### config.mk
export PLATFORM = sky130hd
export DESIGN_NAME = ial_cell
export DESIGN_NICKNAME = d
export VERILOG_FILES = /design/src/hw/rtl/ial_pkg.sv /design/src/hw/rtl/ial_cell.sv
export SDC_FILE = /design/constraint.sdc
export NUM_CORES = 1
export LEC_CHECK = 0
export BUFFER_PORTS_ARGS = -buffer_cell sky130_fd_sc_hd__buf_2
export CORE_ASPECT_RATIO = 0.7
export CORE_MARGIN = 3
export CORE_UTILIZATION = 44
export DETAILED_ROUTE_END_ITERATION = 6
export HOLD_SLACK_MARGIN = 0.1
export PLACE_DENSITY = 0.79
export RECOVER_POWER = 50
export SLEW_MARGIN = 20
export SYNTH_ARGS = -nofsm -noshare
export SYNTH_HDL_FRONTEND = slang
export SYNTH_SLANG_ARGS = --single-unit
### constraint.sdc
create_clock -name clk -period 5.7 [get_ports clk]
set_input_delay 0.57 -clock clk [delete_from_list [all_inputs] [get_ports clk]]
set_output_delay 0.57 -clock clk [all_outputs]
set_load 0.02 [all_outputs]
### src/hw/rtl/ial_pkg.sv
`default_nettype none

package ial_pkg;

    localparam int DATA_W    = 32;
    localparam int IDX_W     = 7;
    localparam int CNT_W     = 8;
    localparam int FUNC_W    = 3;
    localparam int STAT_W    = 3;
    localparam int CAP_MAX   = (1 << CNT_W) - 1;
    localparam logic [CNT_W-1:0] CAP_RESET = 8'd128;

    // Cells examined per scan cycle.
    localparam int GRP_SZ    = 8;
    localparam int OFF_W     = 3;

    localparam int S_TDATA_W = 40;
    localparam int S_TUSER_W = 3;
    localparam int M_FIELD_W = STAT_W + IDX_W + DATA_W + CNT_W + 2;
    localparam int M_TDATA_W = 56;
    localparam int M_PAD_W   = M_TDATA_W - M_FIELD_W;

    typedef enum logic [FUNC_W-1:0] {
        FN_INSERT     = 3'd0,
        FN_REMOVE     = 3'd1,
        FN_APPEND     = 3'd2,
        FN_APPEND_UNQ = 3'd3,
        FN_SEARCH     = 3'd4,
        FN_UPDATE     = 3'd5,
        FN_READ       = 3'd6,
        FN_CLEAR      = 3'd7
    } func_t;

    typedef enum logic [STAT_W-1:0] {
        ST_OK    = 3'd0,
        ST_FULL  = 3'd1,
        ST_RANGE = 3'd2,
        ST_DUP   = 3'd3,
        ST_NONE  = 3'd4
    } status_t;

    typedef enum logic [1:0] {
        S_IDLE,
        S_EVAL,
        S_SCAN,
        S_DONE
    } state_t;

    typedef enum logic [2:0] {
        CELL_HOLD,
        CELL_INSERT,
        CELL_REMOVE,
        CELL_APPEND,
        CELL_UPDATE,
        CELL_MATCH,
        CELL_SELECT
    } cell_op_t;

    // Command broadcast to every cell of the row.
    typedef struct packed {
        cell_op_t              op;
        logic [IDX_W-1:0]      idx;
        logic [CNT_W-1:0]      cnt;
        logic [DATA_W-1:0]     value;
    } cell_cmd_t;

endpackage

`default_nettype wire

### src/hw/rtl/ial_cell.sv
`default_nettype none

// One list slot. It takes its left or right neighbor's word to shift the
// list, loads the broadcast value, or flags a match or its selected position for the scanner.
module ial_cell #(
    parameter int POS_W = 7
) (
    input  wire logic                   clk,
    input  wire logic [POS_W-1:0]       pos,
    input  wire ial_pkg::cell_cmd_t     cmd,
    input  wire logic [ial_pkg::DATA_W-1:0] left,
    input  wire logic [ial_pkg::DATA_W-1:0] right,
    output      logic [ial_pkg::DATA_W-1:0] entry,
    output      logic                   hit
);
    import ial_pkg::*;

    localparam int CW = ((POS_W > CNT_W) ? POS_W : CNT_W) + 1;

    logic [DATA_W-1:0] entry_reg, entry_next;
    logic              hit_reg, hit_next;
    logic [CW-1:0]     pos_x, pos_p1, idx_x, cnt_x;

    always_comb
    begin
        pos_x      = CW'(pos);
        pos_p1     = pos_x + CW'(1);
        idx_x      = CW'(cmd.idx);
        cnt_x      = CW'(cmd.cnt);
        entry_next = entry_reg;
        hit_next   = hit_reg;
        case (cmd.op)
            CELL_INSERT:
            begin
                if (pos_x == idx_x)
                begin
                    entry_next = cmd.value;
                end
                else if (pos_x > idx_x && pos_x <= cnt_x)
                begin
                    entry_next = left;
                end
            end
            CELL_REMOVE:
            begin
                if (pos_x >= idx_x && pos_p1 < cnt_x)
                begin
                    entry_next = right;
                end
            end
            CELL_APPEND:
            begin
                if (pos_x == cnt_x)
                begin
                    entry_next = cmd.value;
                end
            end
            CELL_UPDATE:
            begin
                if (pos_x == idx_x)
                begin
                    entry_next = cmd.value;
                end
            end
            CELL_MATCH:
            begin
                hit_next = (entry_reg == cmd.value) && (pos_x < cnt_x);
            end
            CELL_SELECT:
            begin
                hit_next = (pos_x == idx_x);
            end
            default:
            begin
                entry_next = entry_reg;
            end
        endcase
    end

    always_ff @(posedge clk)
    begin
        entry_reg <= entry_next;
        hit_reg   <= hit_next;
    end

    assign entry = entry_reg;
    assign hit   = hit_reg;

endmodule

`default_nettype wire

==> results of run 1 <==
-- power breakdown --
part	leakage, nW	switching [W]	internal (W)
logic	1.34	0.000139	0.0000944
registers	0.299	0.0000169	0.000301
clock network	0.0387	0.0000773	0.0000822
-- worst min path at each step --
| stage | endpoint | slack (ns) | cells after the start |
|---|---|---|---|
| 2_1_floorplan | entry[0] | 0.76 | 2 |
| 3_3_place_gp | hit | 0.83 | 3 |
| 3_5_place_dp | hit | 0.85 | 3 |
| 4_1_cts | entry[14] | 0.56 | 3 |
| 5_1_grt | entry[18] | 0.57 | 3 |
| 6_report | entry[18] | 0.57 | 3 |
-- synth_stat cells, types with 4 or more instances --
master,number,area (sq um)
sky130_fd_sc_hd__a222oi_1,32,320
sky130_fd_sc_hd__edfxtp_1,33,991
sky130_fd_sc_hd__inv_1,47,176
sky130_fd_sc_hd__xor2_1,31,272
sky130_fd_sc_hd__o21ai_0,4,20.0
sky130_fd_sc_hd__ha_1,23,288
sky130_fd_sc_hd__nor2_1,6,22.5
sky130_fd_sc_hd__nor2b_1,5,31.3
sky130_fd_sc_hd__nand3_1,5,25.0
sky130_fd_sc_hd__a21oi_1,6,30.0
sky130_fd_sc_hd__xnor2_1,7,61.3
sky130_fd_sc_hd__clkbuf_1,6,22.5
sky130_fd_sc_hd__nor4_1,5,31.3
sky130_fd_sc_hd__nand4_1,5,31.3
sky130_fd_sc_hd__nand2_1,7,26.3
-- worst reg2reg max path, delay by kind of cell, from the launching register on --
family | cells | cell delay, ns
XOR/XNOR | 1 | 0.18
AND/OR/NAND/NOR | 3 | 0.96
AO/OA/AOI/OAI | 1 | 0.14
flip-flops | 1 | 0.39
-- layout by cell type, fill, tap and decap left out, types with 6 or more instances in the layout --
cell type and instances:
sky130_fd_sc_hd__a21oi_1 6, sky130_fd_sc_hd__inv_1 47, sky130_fd_sc_hd__nand2_1 7, sky130_fd_sc_hd__clkbuf_1 37, sky130_fd_sc_hd__xnor2_1 7, sky130_fd_sc_hd__a222oi_1 32
sky130_fd_sc_hd__edfxtp_1 33, sky130_fd_sc_hd__xor2_1 31, sky130_fd_sc_hd__ha_1 23, sky130_fd_sc_hd__buf_2 119
-- metal layers --
| layer | global-route usage, % | vias up |
|---|---|---|
| li1 | - | 1262 |
| met1 | 30.7 | 1208 |
| met2 | 34.9 | 131 |
| met3 | 5.19 | 9 |
| met4 | 5.53 | 0 |
| met5 | 0 | - |
-- stage by stage --
stage / hold slack [ns] / power (W) / setup slack (ns) / cell area, sq um
after global routing: 0.565 / 0.000754 / 1.94 / 3440
after floorplan: 0.764 / 0.000458 / 0.945 / 2590
after detailed placement: 0.849 / 0.000563 / 2.55 / 3420
final: 0.574 / 0.000711 / 2.20 / 3440
after global placement: 0.829 / 0.000555 / 2.66 / 3420
after CTS: 0.565 / 0.000725 / 2.85 / 3500
-- cells by family after synthesis --
group	after synthesis
buffers and inverters	57
and+or+nand+nor	44
DFF	33
AOI/OAI and AO/OA	55
xor gates and xnor gates	38
adders and majority gates	23
-- cell type report --
type | instances | area (sq um)
timing repair buffer | 157 | 746
tap | 72 | 90.1
inverter | 47 | 176
multi-input combinational | 160 | 1370
clock buffer | 6 | 72.6
clock inverter | 1 | 3.75
sequential | 33 | 991
fill | 491 | 2010
==> flow_results.org, run 1 <==
** Yosys
- Dominant combinational cell family by area after synthesis :: compound AO/OA/AOI/OAI gates
- The synthesized netlist devotes between 10 and 15% of its cell area to adder and majority cells.
- Synthesis produced a netlist with a net count of a little under 400.
- The mapped netlist covers roughly 0.0026 sq mm.
- Seq/Total Area, Yosys :: 38.3%
- Cell count after synthesis :: between 200 and 300
- Synth Flop Type :: sky130_fd_sc_hd__edfxtp_1
- The average instance in the mapped netlist occupies ~10 sq um.
- Synthesis inferred 33 register bits.
- The synthesized design contains 33 enable-type register cells.
- Synth cell types :: 36
- Compound-gate portion of the synthesized area :: a little under a fifth
- Yosys printed 0 warnings.
- Area share of and/or/nand/nor cells after synthesis :: 9.67%
- Proportion of synthesized area in mux cells :: 0%
- Post-synthesis xor/xnor area fraction :: between 10% and 20%
- After synthesis, the share of flip-flops with an asynchronous set or reset is 0%.

** Setup path
- Buffers and inverters on the worst path :: 3
- STA classifies the critical path startpoint as an input pin.
- The signal on the critical path passes through clkbuf_1, ha_1, and4_1, nand4_1, o221ai_1, clkbuf_1, a222oi_1, inv_1.
- At the worst endpoint, the arrival time is between 3 and 4 ns.
- STA classifies the critical path endpoint as a flop.
- The setup path with the least slack is of type input pin to flop.
- The startpoint identified for the worst register-to-register timing path is entry[30].
- Number of stages on the worst setup path :: 8
- Top cell family by delay on the critical path :: compound AO/OA/AOI/OAI gates
- Launching instance or port of the critical path :: pos[4]
- Library cell contributing the largest single delay on the critical path :: sky130_fd_sc_hd__o221ai_1
- For this run, the slowest stage of the critical path takes 0.97 ns.
- In this run the worst setup path terminates at entry[21].
- Cell repeated most along the worst path :: sky130_fd_sc_hd__clkbuf_1
- End of the worst register-to-register path :: hit
- In this run the worst path has a maximum fanout of 20.
- At the worst endpoint, the required time is around 5.8 ns.
- Setup slack of the worst register-to-register path :: 3.87 ns
- R2r worst-path depth :: 5

** Route
- Total vias in the final route :: between 2k and 3k
- The detail route stage leaves a number of antenna-violating nets equal to 0.
- In the final routing, the length of wire on met1 measures about 3500 microns.
- Dividing the detail-routed via count by the number of cells gives 5.48.
- Top Layer Used :: met4
- Final wirelength :: just under 8000 microns
- After detailed routing, the met3 layer carries around 640 microns of wire.
- Count of unresolved DRC violations after routing :: 4
- Number of iterations in the first detailed-routing pass :: 7
- Wire segments on met2 add up to around 3600 microns in the final route.
- Dividing the detail-routed wire length by the instance count gives around 16 microns.
- For this block, the initial DRC count from the detailed router was 184.

** Pwr
- Power per unit of standard cell area :: roughly 210 mW/mm^2
- Peak VDD IR :: 0.117 mV
- Leakage :: approximately 1.7 nW

** GRT
- The first global-routing pass estimated around 12,000 microns of wire.
- The total overflow left after global routing is 0.
- Global routing used ~22% of the available tracks across all layers.
- Largest net degree at the start of global routing :: 33
- The via count of the first global-routing pass was around 2.5k.
- Initial antenna violation count :: 0

** STA
- Time the final worst path needs with I/O delays and setup :: 3.50 ns
- Worst slew pin tran :: approximately 1.2 ns
- Final Slew Violations :: 0
- Total negative slack :: 0 ns
- Final number of setup-violating endpoints :: 0
- The number of hold-slack violations in the final timing report came to 0.
- Max_slew headroom :: between 10% and 20%
- Share of the cycle needed by the critical path after routing :: 61.4%
- Peak clock frequency supported by timing :: 286 MHz
- Across the routed clock network, the largest skew measured is ~0.0023 ns.
- Setup repair after global routing missed its margin :: false

** Finish
- Fraction of final layout cells sized beyond drive strength 1 :: around 32%
- Layout Area Growth over Synthesis :: 33.1%
- Once layout is complete, the cells apart from fillers number between 400 and 500.
- Finished Core Util :: between 60 and 70%
- Number of nets in the layout :: 549
- Flip-flop count of the largest register after layout :: 32
- 0 antenna diodes ended up in the layout.

** Hold path
- Kind of path behind the tightest hold check :: input pin to flop
- The worst hold path begins at left[18].

** Floorplan
- IO Count :: ~160
- Measured along the y axis, the die boundary spans 70.2 microns.
- In this run the core area contains 22 standard-cell rows.
- The die covers between 0.006 and 0.007 sq mm.
- Die boundary width :: roughly 100 microns
- Placeable core region :: ~0.0055 sq mm
- Initial cell density of the core :: 47.5%

** Run status
- The checks that failed: design-rule violations.
- The flow ran to the end, but the final reports show violations.

** CTS
- Number of H-tree levels :: 2
- CTS saw 33 sinks.
- Cts-stage hold buffer count :: 0
- Buffer type at the clock tree root :: sky130_fd_sc_hd__clkbuf_8
- Buffers inserted by post-CTS timing repair :: 0
- Clock transition at the registers of the reported paths :: 0.06 ns
- The clock reaches the later pin of the worst-skew pair after around 0.28 ns.
- Number of buffers added by the clock tree synthesis step :: 5
- TritonCTS built the clock tree.
- Resized cells post-CTS :: 0
- No sink is reached through more buffers than the 2 on the longest clock path.

** Placement
- The wire-length estimate of the detail-placed layout is about 6400 microns.
- Once placement completed, the tool counted placed cells totaling roughly 470.
- Port buffering added 154 buffers.
- Final Wtd Congestion :: 0.883

** Job
- The tool flagged a number of max-cap violations equal to 0.
Power figures use the tool's default switching activity.
==> run 2, diff against run 1 <==
--- a/config.mk
+++ b/config.mk
@@ -8,10 +8,10 @@
 export BUFFER_PORTS_ARGS = -buffer_cell sky130_fd_sc_hd__buf_2
 export CORE_ASPECT_RATIO = 0.7
 export CORE_MARGIN = 3
-export CORE_UTILIZATION = 44
+export CORE_UTILIZATION = 40
 export DETAILED_ROUTE_END_ITERATION = 6
 export HOLD_SLACK_MARGIN = 0.1
-export PLACE_DENSITY = 0.79
+export PLACE_DENSITY = 0.76
 export RECOVER_POWER = 50
 export SLEW_MARGIN = 20
 export SYNTH_ARGS = -nofsm -noshare
==> constraint.sdc (replaced) <==
create_clock -name clk -period 2.95 [get_ports clk]
set_input_delay 0.295 -clock clk [delete_from_list [all_inputs] [get_ports clk]]
set_output_delay 0.295 -clock clk [all_outputs]
set_load 0.02 [all_outputs]
==> run 2 against run 1 <==
Net effect:
- the run now ends clean
- global-route usage is 1.7 points lower
- via count is 1.3% lower
- clock power is 100% higher
- critical path type unchanged
- critical endpoint is now entry[13]
- largest power group unchanged
==> flow_results.org, run 2 (synthesized netlist as in run 1, its figures left out) <==
** Run status
- Run status :: complete, no violations

** Pwr
- Power per unit of standard cell area :: around 400 mW/mm^2
- Design Power :: approximately 0.0014 W
- The worst-case IR drop observed on VDD is ~0.24 mV.
- For this design the static power due to leakage is ~1.7 nW.

** Setup path
- Sequence of cells on the critical path :: buf_2, and3_1, nand3_1, xnor2_1, ha_1, a21o_1, a21oi_1, nor2b_1, o31a_1, a211oi_4, buf_12
- For the worst flop-to-flop path, the logic depth is 5.
- Peak fanout along the critical path :: 32
- Library cell contributing the largest single delay on the critical path :: sky130_fd_sc_hd__o31a_1
- The worst setup path is launched from an input pin.
- Setup slack of the worst register-to-register path :: ~1.1 ns
- Data on the critical path is required at its endpoint by between 2 and 3 ns.
- Largest stage delay on the critical path :: approximately 0.31 ns
- Critical path endpoint category :: flop
- Crit path DAT :: 2.38 ns
- The critical path in this run is classified as input pin to flop.

** STA
- Peak clock frequency supported by timing :: 416 MHz
- Setup repair after global routing missed its margin :: false
- Final Slew Violations :: 0
- Total negative slack :: 0 ns
- Hold timing on the final database bottoms out at a slack of approximately 0.3 ns.
- Setup violations remaining at the end of the flow were counted as 0.
- Worst slew pin tran :: between 1 and 1.5 ns
- Share of the cycle needed by the critical path after routing :: 81.5%
- The number of hold-slack violations in the final timing report is 0.
- The worst path needs approximately 2.4 ns of the cycle, external delays included.
- The clock arrives with 0.00288 ns of skew.
- Max_slew headroom :: 29.6%

** CTS
- Number of H-tree levels :: 2
- TritonCTS built the clock tree.
- Insertion delay to the later sink of the worst-skew pair :: about 0.27 ns
- Clock Sink Count :: 33
- Clock transition at the registers of the reported paths :: 0.07 ns
- Buffers inserted by post-CTS timing repair :: 0
- Number of buffers added by the clock tree synthesis step :: 5
- The tree is rooted in a sky130_fd_sc_hd__clkbuf_8.
- The clock passes through at most 2 buffers.
- Resized cells post-CTS :: 0
- After clock tree synthesis, the flow added hold-fix buffers numbering 0.

** Route
- The count of nets left with antenna violations once routing finished came out at 0.
- The first TritonRoute pass finished after 6 iterations.
- Final wirelength :: ~8000 microns
- Using the TritonRoute via totals, the vias-per-cell ratio works out to roughly 5.4.
- In the final routed layout, each cell accounts on average for between 15 and 20 microns.
- Number of DRC markers in iteration 0 :: between 150 and 200
- In the routed design, unresolved DRC markers number 0.
- Total vias in the final route :: 2,576

** Placement
- Number of cells in the design after placement :: between 400 and 500
- At the end of routability-driven placement, the weighted congestion stood at roughly 0.88.
- The wire-length estimate of the detail-placed layout is about 6500 microns.
- Number of port buffers :: roughly 150

** Floorplan
- During I/O placement, the number of pins put on the boundary was around 160.
- Height of the chip :: 73.3 microns
- The initial utilization of the core area, before any placement, comes to around 43%.
- Num rows :: 23
- After floorplanning, the core was sized to cover 0.00599 sq mm.
- Overall die area :: between 0.007 and 0.008 sq mm
- Die boundary width :: 102 microns

** Finish
- Final Instance Count excl. Fillers :: 481
- Number of fillers in the final layout :: roughly 560
- Diodes inserted :: 0
- The net count of the finished layout is 550.
- The register with the most flip-flops in the layout has 32 of them.
- The library cells used most frequently in the layout, excluding fill and tap cells, are sky130_fd_sc_hd__buf_2, sky130_fd_sc_hd__inv_1, sky130_fd_sc_hd__clkbuf_1.
- Commonest non-fill, non-tap cell in the layout :: sky130_fd_sc_hd__buf_2
- The area growth from synthesis to layout is 34.7%.
- Fraction of final layout cells sized beyond drive strength 1 :: 33.3%

** GRT
- The number of antenna violations at the first check in global routing came to 0.
- Global routing consumed, over all layers together, just over 20% of the routing resources.
- Residual overflow from global routing :: 0
- Entering global routing, the biggest net connects 33 pins.
- The via count of the first global-routing pass was roughly 2.4k.
- Global-route wire length before repair :: roughly 12,000 microns

** Job
- Max capacitance violation total :: 0

** Hold path
- The worst hold path belongs to the class input pin to flop.
- Worst hold path cell count :: 3
[run 2: cell count changes in the layout (fill, tap and decap cells not counted), sizes merged]
cell,before,now
clkinv,1,2
buf,121,123
clkbuf,42,41
[run 2: worst max-delay path, delay by kind of cell]
kind / cells / cell delay (ns)
xor gates and xnor gates: 1 / 0.15
adders and majority gates: 1 / 0.30
AOI/OAI and AO/OA: 4 / 0.90
buffers and inverters: 2 / 0.39
and+or+nand+nor: 3 / 0.34
[run 2: metrics by stage]
step	cell area (sq um)	setup WS, ns	util [%]
2_1_floorplan	2600	0.0199	-
3_3_place_gp	3450	0.343	57.6
3_5_place_dp	3450	0.277	57.6
4_1_cts	3530	0.576	59.0
5_1_grt	3480	0.387	58.2
6_report	3480	0.546	58.2
[run 2: metal layers]
layer | global-route usage, % | vias up | share of wire (%)
li1 | - | 1260 | -
met1 | 28.4 | 1180 | 45
met2 | 33.0 | 134 | 46
met3 | 4.36 | 2 | 8.8
met4 | 4.08 | 0 | 0.37
met5 | 0 | - | 0
[run 2: path summary, 6_finish.rpt]
| kind | start | to |
|---|---|---|
| max | pos[4] | entry[13] |
| min | left[31] | entry[31] |
| max reg2reg | entry[30] | hit |
| min reg2reg | entry[0] | hit |
[run 2: final cells by class]
type                    count  area [sq um]  share of cell area, %
clock buffers               6          72.6                   2.08
clock inverters             2          10.0                  0.287
inverters                  47           176                   5.06
multi-input cells         160          1370                   39.4
flip-flops and latches     33           991                   28.4
well taps                  75          93.8                   2.69
repair buffers            158           769                   22.1
[run 2: where the power goes]
part           internal (W)  leakage [nW]  switching [W]
Combinational      0.000187          1.35       0.000268
Sequential         0.000582         0.299      0.0000332
Clock              0.000163        0.0450       0.000155
Total              0.000933          1.70       0.000457
